**src/design/keyed_timer_table_assert.svh**
```systemverilog
// ---------------------------------------------------------------------------
// Assertion macros for the keyed timer table
// Shared property forms used by the RTL of the timer table.
// ---------------------------------------------------------------------------
`ifndef KEYED_TIMER_TABLE_ASSERT_SVH
`define KEYED_TIMER_TABLE_ASSERT_SVH

// Same-cycle implication, off during reset.
`define KTT_ASSERT_IMPLY(label, clk, rst, ante, cons) \
   label: assert property (@(posedge clk) disable iff (rst) (ante) |-> (cons)) \
      else $error("keyed_timer_table: same-cycle property failed");

// Next-cycle implication, off during reset.
`define KTT_ASSERT_NEXT(label, clk, rst, ante, cons) \
   label: assert property (@(posedge clk) disable iff (rst) (ante) |=> (cons)) \
      else $error("keyed_timer_table: next-cycle property failed");

`endif

```
**src/design/ktt_pkg.sv**
```systemverilog
// ---------------------------------------------------------------------------
// Keyed timer table package
// Sizes, action and status codes and the token that walks the cell row.
// ---------------------------------------------------------------------------
`default_nettype none

package ktt_pkg;

   localparam int NUM_TIMERS   = 16;
   localparam int KEY_BITS     = 16;
   localparam int COUNT_BITS   = 31;
   localparam int LIMIT_BITS   = 31;
   localparam int ELAPSED_BITS = 16;
   localparam int ACTION_BITS  = 3;
   localparam int STATUS_BITS  = 2;

   // compare width for count against limit, sum width for saturating add
   localparam int CMP_BITS = (COUNT_BITS > LIMIT_BITS) ? COUNT_BITS : LIMIT_BITS;
   localparam int SUM_BITS = ((COUNT_BITS > ELAPSED_BITS) ? COUNT_BITS : ELAPSED_BITS) + 1;

   localparam logic [COUNT_BITS-1:0] COUNT_MAX = '1;

   typedef enum logic [ACTION_BITS-1:0] {
      ACT_REGISTER   = 3'd0,
      ACT_UNREGISTER = 3'd1,
      ACT_TICK       = 3'd2,
      ACT_CHECK      = 3'd3,
      ACT_RESET_CNT  = 3'd4,
      ACT_SET_LIMIT  = 3'd5
   } action_type;

   typedef enum logic [STATUS_BITS-1:0] {
      STAT_DONE      = 2'd0,
      STAT_EXISTS    = 2'd1,
      STAT_NOT_FOUND = 2'd2,
      STAT_FULL      = 2'd3
   } status_type;

   // One command word in flight through the cell row.
   typedef struct packed {
      logic                    vld;
      logic                    insert;     // second pass of a register
      logic                    pending;    // insert not yet claimed by a cell
      logic                    found;      // key matched in some cell
      logic                    free_seen;  // some cell was empty
      logic                    expired;
      action_type              action;
      logic [KEY_BITS-1:0]     key;
      logic [LIMIT_BITS-1:0]   limit;
      logic [ELAPSED_BITS-1:0] elapsed;
   } tok_type;

endpackage

`default_nettype wire

```
**src/design/keyed_timer_table.sv**
```systemverilog
// ---------------------------------------------------------------------------
// Keyed timer table
// Table of keyed elapsed-time timers built as a row of per-timer cells.
// ---------------------------------------------------------------------------
// Each request word is one action (register, unregister, tick, check, reset
// count, set limit) and returns exactly one response word with a status and,
// for check, the expired flag. The word walks down a row of NUM_TIMERS cells,
// one cell per cycle, each cell holding one timer. A register that succeeds
// walks the row a second time to fill the lowest free cell. One action is
// in the row at a time. A finished response sits in an output register, so
// the next request is taken while it waits.
// ---------------------------------------------------------------------------
`default_nettype none

module keyed_timer_table (
   input  wire logic                               clock,
   input  wire logic                               reset,
   input  wire logic                               req_valid,
   output logic                                    req_ready,
   input  wire logic [ktt_pkg::ACTION_BITS-1:0]    req_action,
   input  wire logic [15:0]                        req_timer_key,
   input  wire logic [ktt_pkg::LIMIT_BITS-1:0]     req_limit_value,
   input  wire logic [ktt_pkg::ELAPSED_BITS-1:0]   req_elapsed,
   output logic                                    rsp_valid,
   input  wire logic                               rsp_ready,
   output logic [ktt_pkg::STATUS_BITS-1:0]         rsp_status,
   output logic                                    rsp_expired
);

`include "keyed_timer_table_assert.svh"

   typedef enum logic [3:0] {
      ST_IDLE   = 4'b0001,
      ST_SEARCH = 4'b0010,
      ST_INSERT = 4'b0100,
      ST_DONE   = 4'b1000
   } state_type;

   state_type                          state_ff, state_in;
   ktt_pkg::tok_type                   launch_ff, launch_in;
   ktt_pkg::tok_type                   result_ff, result_in;
   logic                               rsp_valid_ff, rsp_valid_in;
   ktt_pkg::status_type                rsp_status_ff, rsp_status_in;
   logic                               rsp_expired_ff, rsp_expired_in;

   // chain[i] feeds cell i; chain[NUM_TIMERS] is the tail of the row
   ktt_pkg::tok_type                   chain [ktt_pkg::NUM_TIMERS+1];
   ktt_pkg::tok_type                   tail;
   logic [ktt_pkg::NUM_TIMERS:0]       vld_vec;
   logic                               req_fire;
   logic                               rsp_load;

   assign chain[0] = launch_ff;
   assign tail     = chain[ktt_pkg::NUM_TIMERS];

   for (genvar i = 0; i < ktt_pkg::NUM_TIMERS; i++) begin : g_cell
      ktt_cell u_cell (
         .clock (clock),
         .reset (reset),
         .tok_i (chain[i]),
         .tok_o (chain[i+1])
      );
   end

   always_comb begin
      for (int i = 0; i <= ktt_pkg::NUM_TIMERS; i++) begin
         vld_vec[i] = chain[i].vld;
      end
   end

   assign req_ready = (state_ff == ST_IDLE);
   assign req_fire  = req_valid && req_ready;
   assign rsp_load  = (state_ff == ST_DONE) && (!rsp_valid_ff || rsp_ready);

   // Fold the flags gathered along the row into a status code.
   function automatic ktt_pkg::status_type status_of(input ktt_pkg::tok_type t);
      ktt_pkg::status_type s;
      s = ktt_pkg::STAT_DONE;
      case (t.action)
         ktt_pkg::ACT_REGISTER: begin
            if (t.found) begin
               s = ktt_pkg::STAT_EXISTS;
            end else if (!t.free_seen) begin
               s = ktt_pkg::STAT_FULL;
            end
         end
         ktt_pkg::ACT_UNREGISTER, ktt_pkg::ACT_CHECK,
         ktt_pkg::ACT_RESET_CNT, ktt_pkg::ACT_SET_LIMIT: begin
            if (!t.found) begin
               s = ktt_pkg::STAT_NOT_FOUND;
            end
         end
         default: begin
            s = ktt_pkg::STAT_DONE;
         end
      endcase
      return s;
   endfunction

   always_comb begin
      state_in       = state_ff;
      launch_in      = launch_ff;
      launch_in.vld  = 1'b0;
      result_in      = result_ff;
      rsp_valid_in   = rsp_valid_ff && !rsp_ready;
      rsp_status_in  = rsp_status_ff;
      rsp_expired_in = rsp_expired_ff;
      case (state_ff)
         ST_IDLE: begin
            if (req_fire) begin
               // launch a search word at the head of the row
               launch_in.vld       = 1'b1;
               launch_in.insert    = 1'b0;
               launch_in.pending   = 1'b0;
               launch_in.found     = 1'b0;
               launch_in.free_seen = 1'b0;
               launch_in.expired   = 1'b0;
               launch_in.action    = ktt_pkg::action_type'(req_action);
               launch_in.key       = (ktt_pkg::KEY_BITS)'(req_timer_key);
               launch_in.limit     = req_limit_value;
               launch_in.elapsed   = req_elapsed;
               state_in            = ST_SEARCH;
            end
         end
         ST_SEARCH: begin
            if (tail.vld) begin
               if (tail.action == ktt_pkg::ACT_REGISTER && !tail.found && tail.free_seen) begin
                  // no duplicate and room left: walk again to fill a cell
                  launch_in         = tail;
                  launch_in.insert  = 1'b1;
                  launch_in.pending = 1'b1;
                  state_in          = ST_INSERT;
               end else begin
                  result_in = tail;
                  state_in  = ST_DONE;
               end
            end
         end
         ST_INSERT: begin
            if (tail.vld) begin
               result_in = tail;
               state_in  = ST_DONE;
            end
         end
         ST_DONE: begin
            // hold until the response register is free
            if (rsp_load) begin
               rsp_valid_in   = 1'b1;
               rsp_status_in  = status_of(result_ff);
               rsp_expired_in = result_ff.expired;
               state_in       = ST_IDLE;
            end
         end
         default: begin
            state_in = ST_IDLE;
         end
      endcase
   end

   always_ff @(posedge clock) begin
      if (reset) begin
         state_ff     <= ST_IDLE;
         launch_ff    <= '0;
         rsp_valid_ff <= 1'b0;
      end else begin
         state_ff     <= state_in;
         launch_ff    <= launch_in;
         rsp_valid_ff <= rsp_valid_in;
      end
   end

   always_ff @(posedge clock) begin
      result_ff      <= result_in;
      rsp_status_ff  <= rsp_status_in;
      rsp_expired_ff <= rsp_expired_in;
   end

   assign rsp_valid   = rsp_valid_ff;
   assign rsp_status  = rsp_status_ff;
   assign rsp_expired = rsp_expired_ff;

   // Only one command word may be in the row at a time.
   `KTT_ASSERT_IMPLY(a_single_word, clock, reset, 1'b1, $countones(vld_vec) <= 1)
   // The row is empty whenever a new request can be taken.
   `KTT_ASSERT_IMPLY(a_idle_empty, clock, reset, state_ff == ST_IDLE, vld_vec == '0)
   // A word reaches the tail only while the controller waits for it.
   `KTT_ASSERT_IMPLY(a_tail_expected, clock, reset, tail.vld,
      state_ff == ST_SEARCH || state_ff == ST_INSERT)
   // A fill pass always finds its free cell.
   `KTT_ASSERT_IMPLY(a_insert_claimed, clock, reset, tail.vld && tail.insert,
      !tail.pending && tail.action == ktt_pkg::ACT_REGISTER)
   // A loaded response shows on the port in the next cycle.
   `KTT_ASSERT_NEXT(a_rsp_loaded, clock, reset, rsp_load, rsp_valid && state_ff == ST_IDLE)

endmodule

`default_nettype wire

```
**src/design/ktt_cell.sv**
```systemverilog
// ---------------------------------------------------------------------------
// Keyed timer table cell
// Holds one timer entry and applies the passing command word to it.
// ---------------------------------------------------------------------------
`default_nettype none

module ktt_cell (
   input  wire logic             clock,
   input  wire logic             reset,
   input  wire ktt_pkg::tok_type tok_i,
   output ktt_pkg::tok_type      tok_o
);

   logic                             valid_ff, valid_in;
   logic [ktt_pkg::KEY_BITS-1:0]     key_ff, key_in;
   logic [ktt_pkg::COUNT_BITS-1:0]   count_ff, count_in;
   logic [ktt_pkg::LIMIT_BITS-1:0]   limit_ff, limit_in;
   ktt_pkg::tok_type                 tok_ff, tok_in;

   logic                             match;
   logic [ktt_pkg::SUM_BITS-1:0]     sum;
   logic [ktt_pkg::COUNT_BITS-1:0]   sat_count;
   logic                             reached;

   assign match = valid_ff && (key_ff == tok_i.key);
   assign sum   = ktt_pkg::SUM_BITS'(count_ff) + ktt_pkg::SUM_BITS'(tok_i.elapsed);
   assign sat_count = (sum > ktt_pkg::SUM_BITS'(ktt_pkg::COUNT_MAX)) ?
                      ktt_pkg::COUNT_MAX : sum[ktt_pkg::COUNT_BITS-1:0];
   assign reached = ktt_pkg::CMP_BITS'(count_ff) >= ktt_pkg::CMP_BITS'(limit_ff);

   always_comb begin
      valid_in = valid_ff;
      key_in   = key_ff;
      count_in = count_ff;
      limit_in = limit_ff;
      tok_in   = tok_i;
      if (tok_i.vld && tok_i.insert) begin
         // claim the insert at the first empty cell
         if (tok_i.pending && !valid_ff) begin
            valid_in       = 1'b1;
            key_in         = tok_i.key;
            count_in       = '0;
            limit_in       = tok_i.limit;
            tok_in.pending = 1'b0;
         end
      end else if (tok_i.vld) begin
         if (match) begin
            tok_in.found = 1'b1;
         end
         case (tok_i.action)
            ktt_pkg::ACT_REGISTER: begin
               if (!valid_ff) begin
                  tok_in.free_seen = 1'b1;
               end
            end
            ktt_pkg::ACT_UNREGISTER: begin
               if (match) begin
                  valid_in = 1'b0;
               end
            end
            ktt_pkg::ACT_TICK: begin
               if (valid_ff) begin
                  count_in = sat_count;
               end
            end
            ktt_pkg::ACT_CHECK: begin
               if (match) begin
                  tok_in.expired = reached;
               end
            end
            ktt_pkg::ACT_RESET_CNT: begin
               if (match) begin
                  count_in = '0;
               end
            end
            ktt_pkg::ACT_SET_LIMIT: begin
               if (match) begin
                  limit_in = tok_i.limit;
               end
            end
            default: begin
            end
         endcase
      end
   end

   always_ff @(posedge clock) begin
      if (reset) begin
         valid_ff <= 1'b0;
         tok_ff   <= '0;
      end else begin
         valid_ff <= valid_in;
         tok_ff   <= tok_in;
      end
   end

   always_ff @(posedge clock) begin
      key_ff   <= key_in;
      count_ff <= count_in;
      limit_ff <= limit_in;
   end

   assign tok_o = tok_ff;

endmodule

`default_nettype wire

```
**config.mk**
```make
export PLATFORM = sky130hd
export DESIGN_NAME = keyed_timer_table
export DESIGN_NICKNAME = d
export VERILOG_FILES = /design/src/design/ktt_pkg.sv /design/src/design/keyed_timer_table.sv /design/src/design/ktt_cell.sv
export VERILOG_INCLUDE_DIRS = /design/src /design/src/design
export SDC_FILE = /design/constraint.sdc
export NUM_CORES = 2
export LEC_CHECK = 0
export BUFFER_PORTS_ARGS = -buffer_cell sky130_fd_sc_hd__buf_2
export CORE_UTILIZATION = 35
export CTS_BUF_LIST = sky130_fd_sc_hd__clkbuf_8
export DETAILED_ROUTE_END_ITERATION = 6
export HOLD_SLACK_MARGIN = 0.12
export PLACE_DENSITY = 0.58
export SYNTH_ARGS = -nofsm -noshare
export SYNTH_HDL_FRONTEND = slang
export SYNTH_HIERARCHICAL = 1
export SYNTH_SLANG_ARGS = --single-unit
export TNS_END_PERCENT = 30
```
**constraint.sdc**
```tcl
create_clock -name clock -period 5.9 [get_ports clock]
set_input_delay 0.295 -clock clock [delete_from_list [all_inputs] [get_ports clock]]
set_output_delay 0.295 -clock clock [all_outputs]
set_load 0.01 [all_outputs]
```
After elaboration in Yosys (flattened, before gate mapping)
Cells that the tools add are included.
{"block": "word_totals", "ff_bits": 2500, "latchBits": 0, "ramBits": 0, "romBits": 0, "mem_count": 0}
{"block": "op_classes", "n_addsub": 16, "mul": 0, "div_mod_pow": 0, "magnitude_cmp": 32, "n_eq_ne": 158, "n_shift": 0, "n_mux": 434, "bitwise_logic": 0, "n_reduce_logical": 242}
{"operator": "2-to-1 mux 31 bit", "count": 176}
{"operator": "one-hot mux 31 bit (2 select lines)", "count": 16}
{"operator": "adder 31 x 16 -> 32 bit", "count": 16}
{"operator": "> comparator 32 x 31 -> 1 bit (second input constant)", "count": 16}
{"operator": "greater-or-equal comparator 31 bit", "count": 16}
{"operator": "== test 16 bit", "count": 16}
{"operator": "2-to-1 mux 72 bit", "count": 3}
{"operator": "2-to-1 mux 69 bit", "count": 3}
{"operator": "2-to-1 mux 1 bit", "count": 192}
{"operator": "one-hot mux 72 bit (2 select lines)", "count": 1}
{"operator": "AND reduction 4 bit", "count": 35}
{"operator": "one-hot mux 69 bit (2 select lines)", "count": 1}
{"operator": "nonzero test 2 bit", "count": 66}
{"operator": "== test 3 bit (second input constant)", "count": 34}
{"operator": "== test 3 x 2 -> 1 bit (second input constant)", "count": 33}
{"operator": "2-to-1 mux 3 bit", "count": 32}
{"operator": "inequality test 3 x 1 -> 1 bit (second input constant)", "count": 32}
{"operator": "AND reduction 5 bit", "count": 16}
{"operator": "logical NOT 3 bit", "count": 18}
{"operator": "logical AND 1 bit", "count": 53}
{"operator": "== test 3 x 1 -> 1 bit (second input constant)", "count": 17}
{"operator": "nonzero test 3 bit", "count": 16}
{"operator": "inequality test 2 bit (second input constant)", "count": 19}
{"operator": "AND reduction 2 bit", "count": 17}
{"operator": "12 further kinds", "count": 38}

Longest topological paths before layout
{"block": "logic_depth", "depth_word": 7, "ltp_mapped": 10, "mapped_depth_nobuf": 9}

By module
The synthesis kept the hierarchy.
{"module": "ktt_cell (g_cell[10].u_cell ...)", "n_inst": 11, "cells_per_inst": 614, "area_per_inst_um2": 7034.2}
{"module": "ktt_cell (g_cell[0].u_cell ...)", "n_inst": 4, "cells_per_inst": 638, "area_per_inst_um2": 7065.5}
{"module": "ktt_cell (g_cell[9].u_cell)", "n_inst": 1, "cells_per_inst": 595, "area_per_inst_um2": 6760.2}
{"module": "keyed_timer_table", "n_inst": 1, "cells_per_inst": 439, "area_per_inst_um2": 3975.1}

Worst setup path before layout
No wires, ideal clock.
{"block": "synth_path", "path_kind": "reg2reg", "start": "register g_cell[9].u_cell/key_ff[0] (netlist bit)", "end": "register g_cell[9].u_cell/limit_ff[0] (netlist bit) (enable)", "setup_time_ps": 467, "arrival_ps": 3732, "setup_slack_ps": 1702, "path_stages_with_launch": 7, "path_buffers": 0, "synth_period_minus_slack_ps": 4198, "path_cell_list": "edfxtp_1 > xor2_1 > nor4_1 > nand2_1 > nor4_1 > nand4b_1 > a21boi_0"}
{"block": "synth_via", "elab_chain_len": 4}
{"item": "from (decl)", "line_no": "ktt_cell.sv:15", "source": "logic [ktt_pkg::KEY_BITS-1:0] key_ff, key_in;"}
{"item": "from (signal assigned)", "line_no": "ktt_cell.sv:98", "source": "key_ff <= key_in;"}
{"item": "== test 16 bit", "line_no": "ktt_cell.sv:25", "source": "assign match = valid_ff && (key_ff == tok_i.key);"}
{"item": "logical AND 1 bit", "line_no": "ktt_cell.sv:25"}
{"item": "nonzero test 2 bit (no line)"}
{"item": "AND reduction 4 bit (no line)"}
{"item": "to (signal assigned)", "line_no": "ktt_cell.sv:100", "source": "limit_ff <= limit_in;"}
{"item": "to (decl)", "line_no": "ktt_cell.sv:17", "source": "logic [ktt_pkg::LIMIT_BITS-1:0] limit_ff, limit_in;"}
Every way passes these cells.
A chain may end at the register's enable or synchronous reset.

Worst setup path in the final report
{"block": "layout_path", "start": "register g_cell[9].u_cell/count_ff[0] (netlist bit)", "end": "register g_cell[9].u_cell/count_ff[18] (netlist bit), data pin"}
{"block": "layout_via", "elab_chain_len": 7}
{"item": "from (decl)", "line_no": "ktt_cell.sv:16", "source": "logic [ktt_pkg::COUNT_BITS-1:0] count_ff, count_in;"}
{"item": "from (signal assigned)", "line_no": "ktt_cell.sv:99", "source": "count_ff <= count_in;"}
{"item": "adder 31 x 16 -> 32 bit (*)", "line_no": "ktt_cell.sv:26", "source": "assign sum = ktt_pkg::SUM_BITS'(count_ff) + ktt_pkg::SUM_BITS'(tok_i.elapsed);"}
{"item": "> comparator 32 x 31 -> 1 bit", "line_no": "ktt_cell.sv:27", "source": "assign sat_count = (sum > ktt_pkg::SUM_BITS'(ktt_pkg::COUNT_MAX)) ?"}
{"item": "2-to-1 mux 31 bit (*)", "line_no": "ktt_cell.sv:27"}
{"item": "2-to-1 mux 31 bit (*)", "line_no": "ktt_cell.sv:62", "source": "if (valid_ff) begin"}
{"item": "one-hot mux 31 bit (2 select lines) (*)", "line_no": "ktt_cell.sv:50", "source": "case (tok_i.action)"}
{"item": "2-to-1 mux 31 bit (*)", "line_no": "ktt_cell.sv:46", "source": "end else if (tok_i.vld) begin"}
{"item": "2-to-1 mux 31 bit (*)", "line_no": "ktt_cell.sv:37", "source": "if (tok_i.vld && tok_i.insert) begin"}
Every way passes the cells marked *; elsewhere a longest branch is shown, timed or not. The select of a mux whose other input is x is not followed.

==> impl_metrics.yaml <==
status:
  run_status: "complete, no violations"
finish:
  fillers: 31590
  layoutNonFillerInstCount: 15350
  drive_gt1_share_pct: 11.61
  final_core_util_pct: 39.57
  syn_to_final_growth_pct: 12.45
  fin_nets: 11470
  final_area_um2: 130800
placement:
  place_congestion: 0.8897
  placed_area_um2: 121100
  placed_cells: 14470
  hpwl_um: 219200
  io_buffers: 74
drt:
  wl_per_cell_um: 19.80
  antenna_left: 0
  avgViaCountPerCell: 5.177
  vias: 79490
  routed_wl_um: 304000
  first_iter_violations: 6597
  firstDrtPassIters: 7
  drc_errors: 0
timing:
  rsz0062_at_grt: "no"
  tns_ns: 0
  finalHoldViolCount: 0
  setup_viol: 0
  fin_skew_ns: 0.06174
  clock.fmax_ghz: 0.3111
  tightest_slew_ns: 1.076
  slew_viol_final: 0
  min_period_ns: 3.215
  slew_headroom_pct: 27.99
  min_period_over_period_pct: 54.49
worst_setup_path:
  worstPathArrival_ns: 3.90
  path_class: "register to register"
  cp.required_ns: 6.58
  critPathLaunchType: "register"
  critPathMaxFanout: 12
  end_kind: "register"
power:
  leakagePower_uw: 0.05091
  p_sw_uw: 7820
  p_sw_share_pct: 22.35
  finalPower_uw: 34980
  powerDensity_nw_per_um2: 267.5
  power_frac_clock_pct: 44.8
  ir_worst_vdd_mv: 0.1782
  combPwrFrac_pct: 2.6
  p_seq_share_pct: 52.6
  internal-power_uw: 27160
cts:
  cts_root_buf: "clkbuf_8"
  cts.path.max_buffers: 4
  clock_latency_ns: 1.00
  clk_pin_slew_ns: 0.06
  htree_levels: 5
  cts_buffers: 404
  cts.sinks: 2498
  cts_tree: "done"
die:
  dieWidth_um: 578.5
  start_util_pct: 35.19
  ios: 75
  die_h_um: 578.5
  fp.coreArea_um2: 330500
  design.die.area_um2: 334700
  std_cell_rows: 211
grt:
  grt_pass1_vias: 78280
  grt_pass1_wl_um: 464200
  grt_start_max_net_pins: 195
  grtUsageTotal_pct: 17.67
  antenna_found_initial: 14
  overflow: 0
yosys:
  postSynthCellCount: 10340
  syn-mean-instance-area_um2: 11.25
  synth_area_um2: 116300
  syn_nets: 11170
  ys_warn_count: 6
min_path:
  hp-class: "input pin to register"
job:
  maxCapViolations: 0
-- worst max-delay path, cell delays in order (launching register included) --
cell       delay (ns)
edfxtp_1         0.40
ha_1             0.24
fa_1             0.43
a211o_1          0.34
a2111oi_4        0.41
nor2_2           0.13
a21oi_4          0.35
nor4b_1          0.11
nor4b_1          0.39
a21oi_1          0.13
-- cell type report --
class	count	area (um^2)	area share [%]
inverter	782	2935	2.244
sequential	2498	62590	47.85
antenna	10	25.02	0.01913
multi-input combinational	6685	49100	37.54
timing repair buffer	257	2130	1.628
tap	4366	5463	4.176
clock buffer	489	6730	5.145
clock inverter	267	1827	1.397
-- through the flow --
stage               hold slack (ns)  setup WS [ns]
CTS                          0.1202          2.606
finish                       0.1945          2.685
detailed placement           0.4068          2.622
global route                 0.1592          2.396
floorplan                    0.4003          1.702
global placement             0.4041          2.664
-- final timing paths --
| check | start | endpoint | slack [ns] | cells past startpoint |
|---|---|---|---|---|
| max | g_cell[9].u_cell/count_ff[0] | g_cell[9].u_cell/count_ff[18] | 2.69 | 9 |
| max reg2reg | g_cell[9].u_cell/count_ff[0] | g_cell[9].u_cell/count_ff[18] | 2.69 | 9 |
| min reg2reg | g_cell[2].u_cell/tok_o[18] | g_cell[3].u_cell/limit_ff[2] | 0.42 | 0 |
| min | req_action[0] | chain[1215] | 0.19 | 4 |
-- sequential cells by signal (all words and copies together), names as in the netlist --
name	cells
rsp_expired	1
g_cell.u_cell/limit_ff	496
g_cell.u_cell/key_ff	256
rsp_valid	1
g_cell.u_cell/tok_o	1150
g_cell.u_cell/valid_ff	16
chain	70
g_cell.u_cell/count_ff	496
result_ff	6
state_ff	4
rsp_status	2
-- power by group through the flow --
stage / sequential [uW] / clock (uW) / combinational (uW)
detailed placement: 18800 / 0 / 823
CTS: 18400 / 16100 / 892
global route: 18400 / 16800 / 989
global placement: 18800 / 0 / 813
finish: 18400 / 15700 / 911
floorplan: 18600 / 0 / 619
-- routing by layer --
layer	global-route usage [%]	wire, um
met2	27.77	136200
met1	24.82	141300
met4	6.068	10580
met3	2.527	15970
met5	0	0
-- cells in the final DEF (no fill, tap or decap), drive strengths merged, types with 283 or more instances in the layout --
cell type / instances
xnor2: 300
edfxtp: 1257
dfxtp: 1241
ha: 752
a21oi: 839
clkbuf: 489
o21ai: 283
inv: 926
nor2: 385
nor2b: 1097
nand2: 541
-- repair_timing --
action                    CTS  global route
hold endpoints to repair  203             0
gates resized for setup     0             0
setup buffers               0             0
hold buffers              115             0
Power figures use the tool's default switching activity.
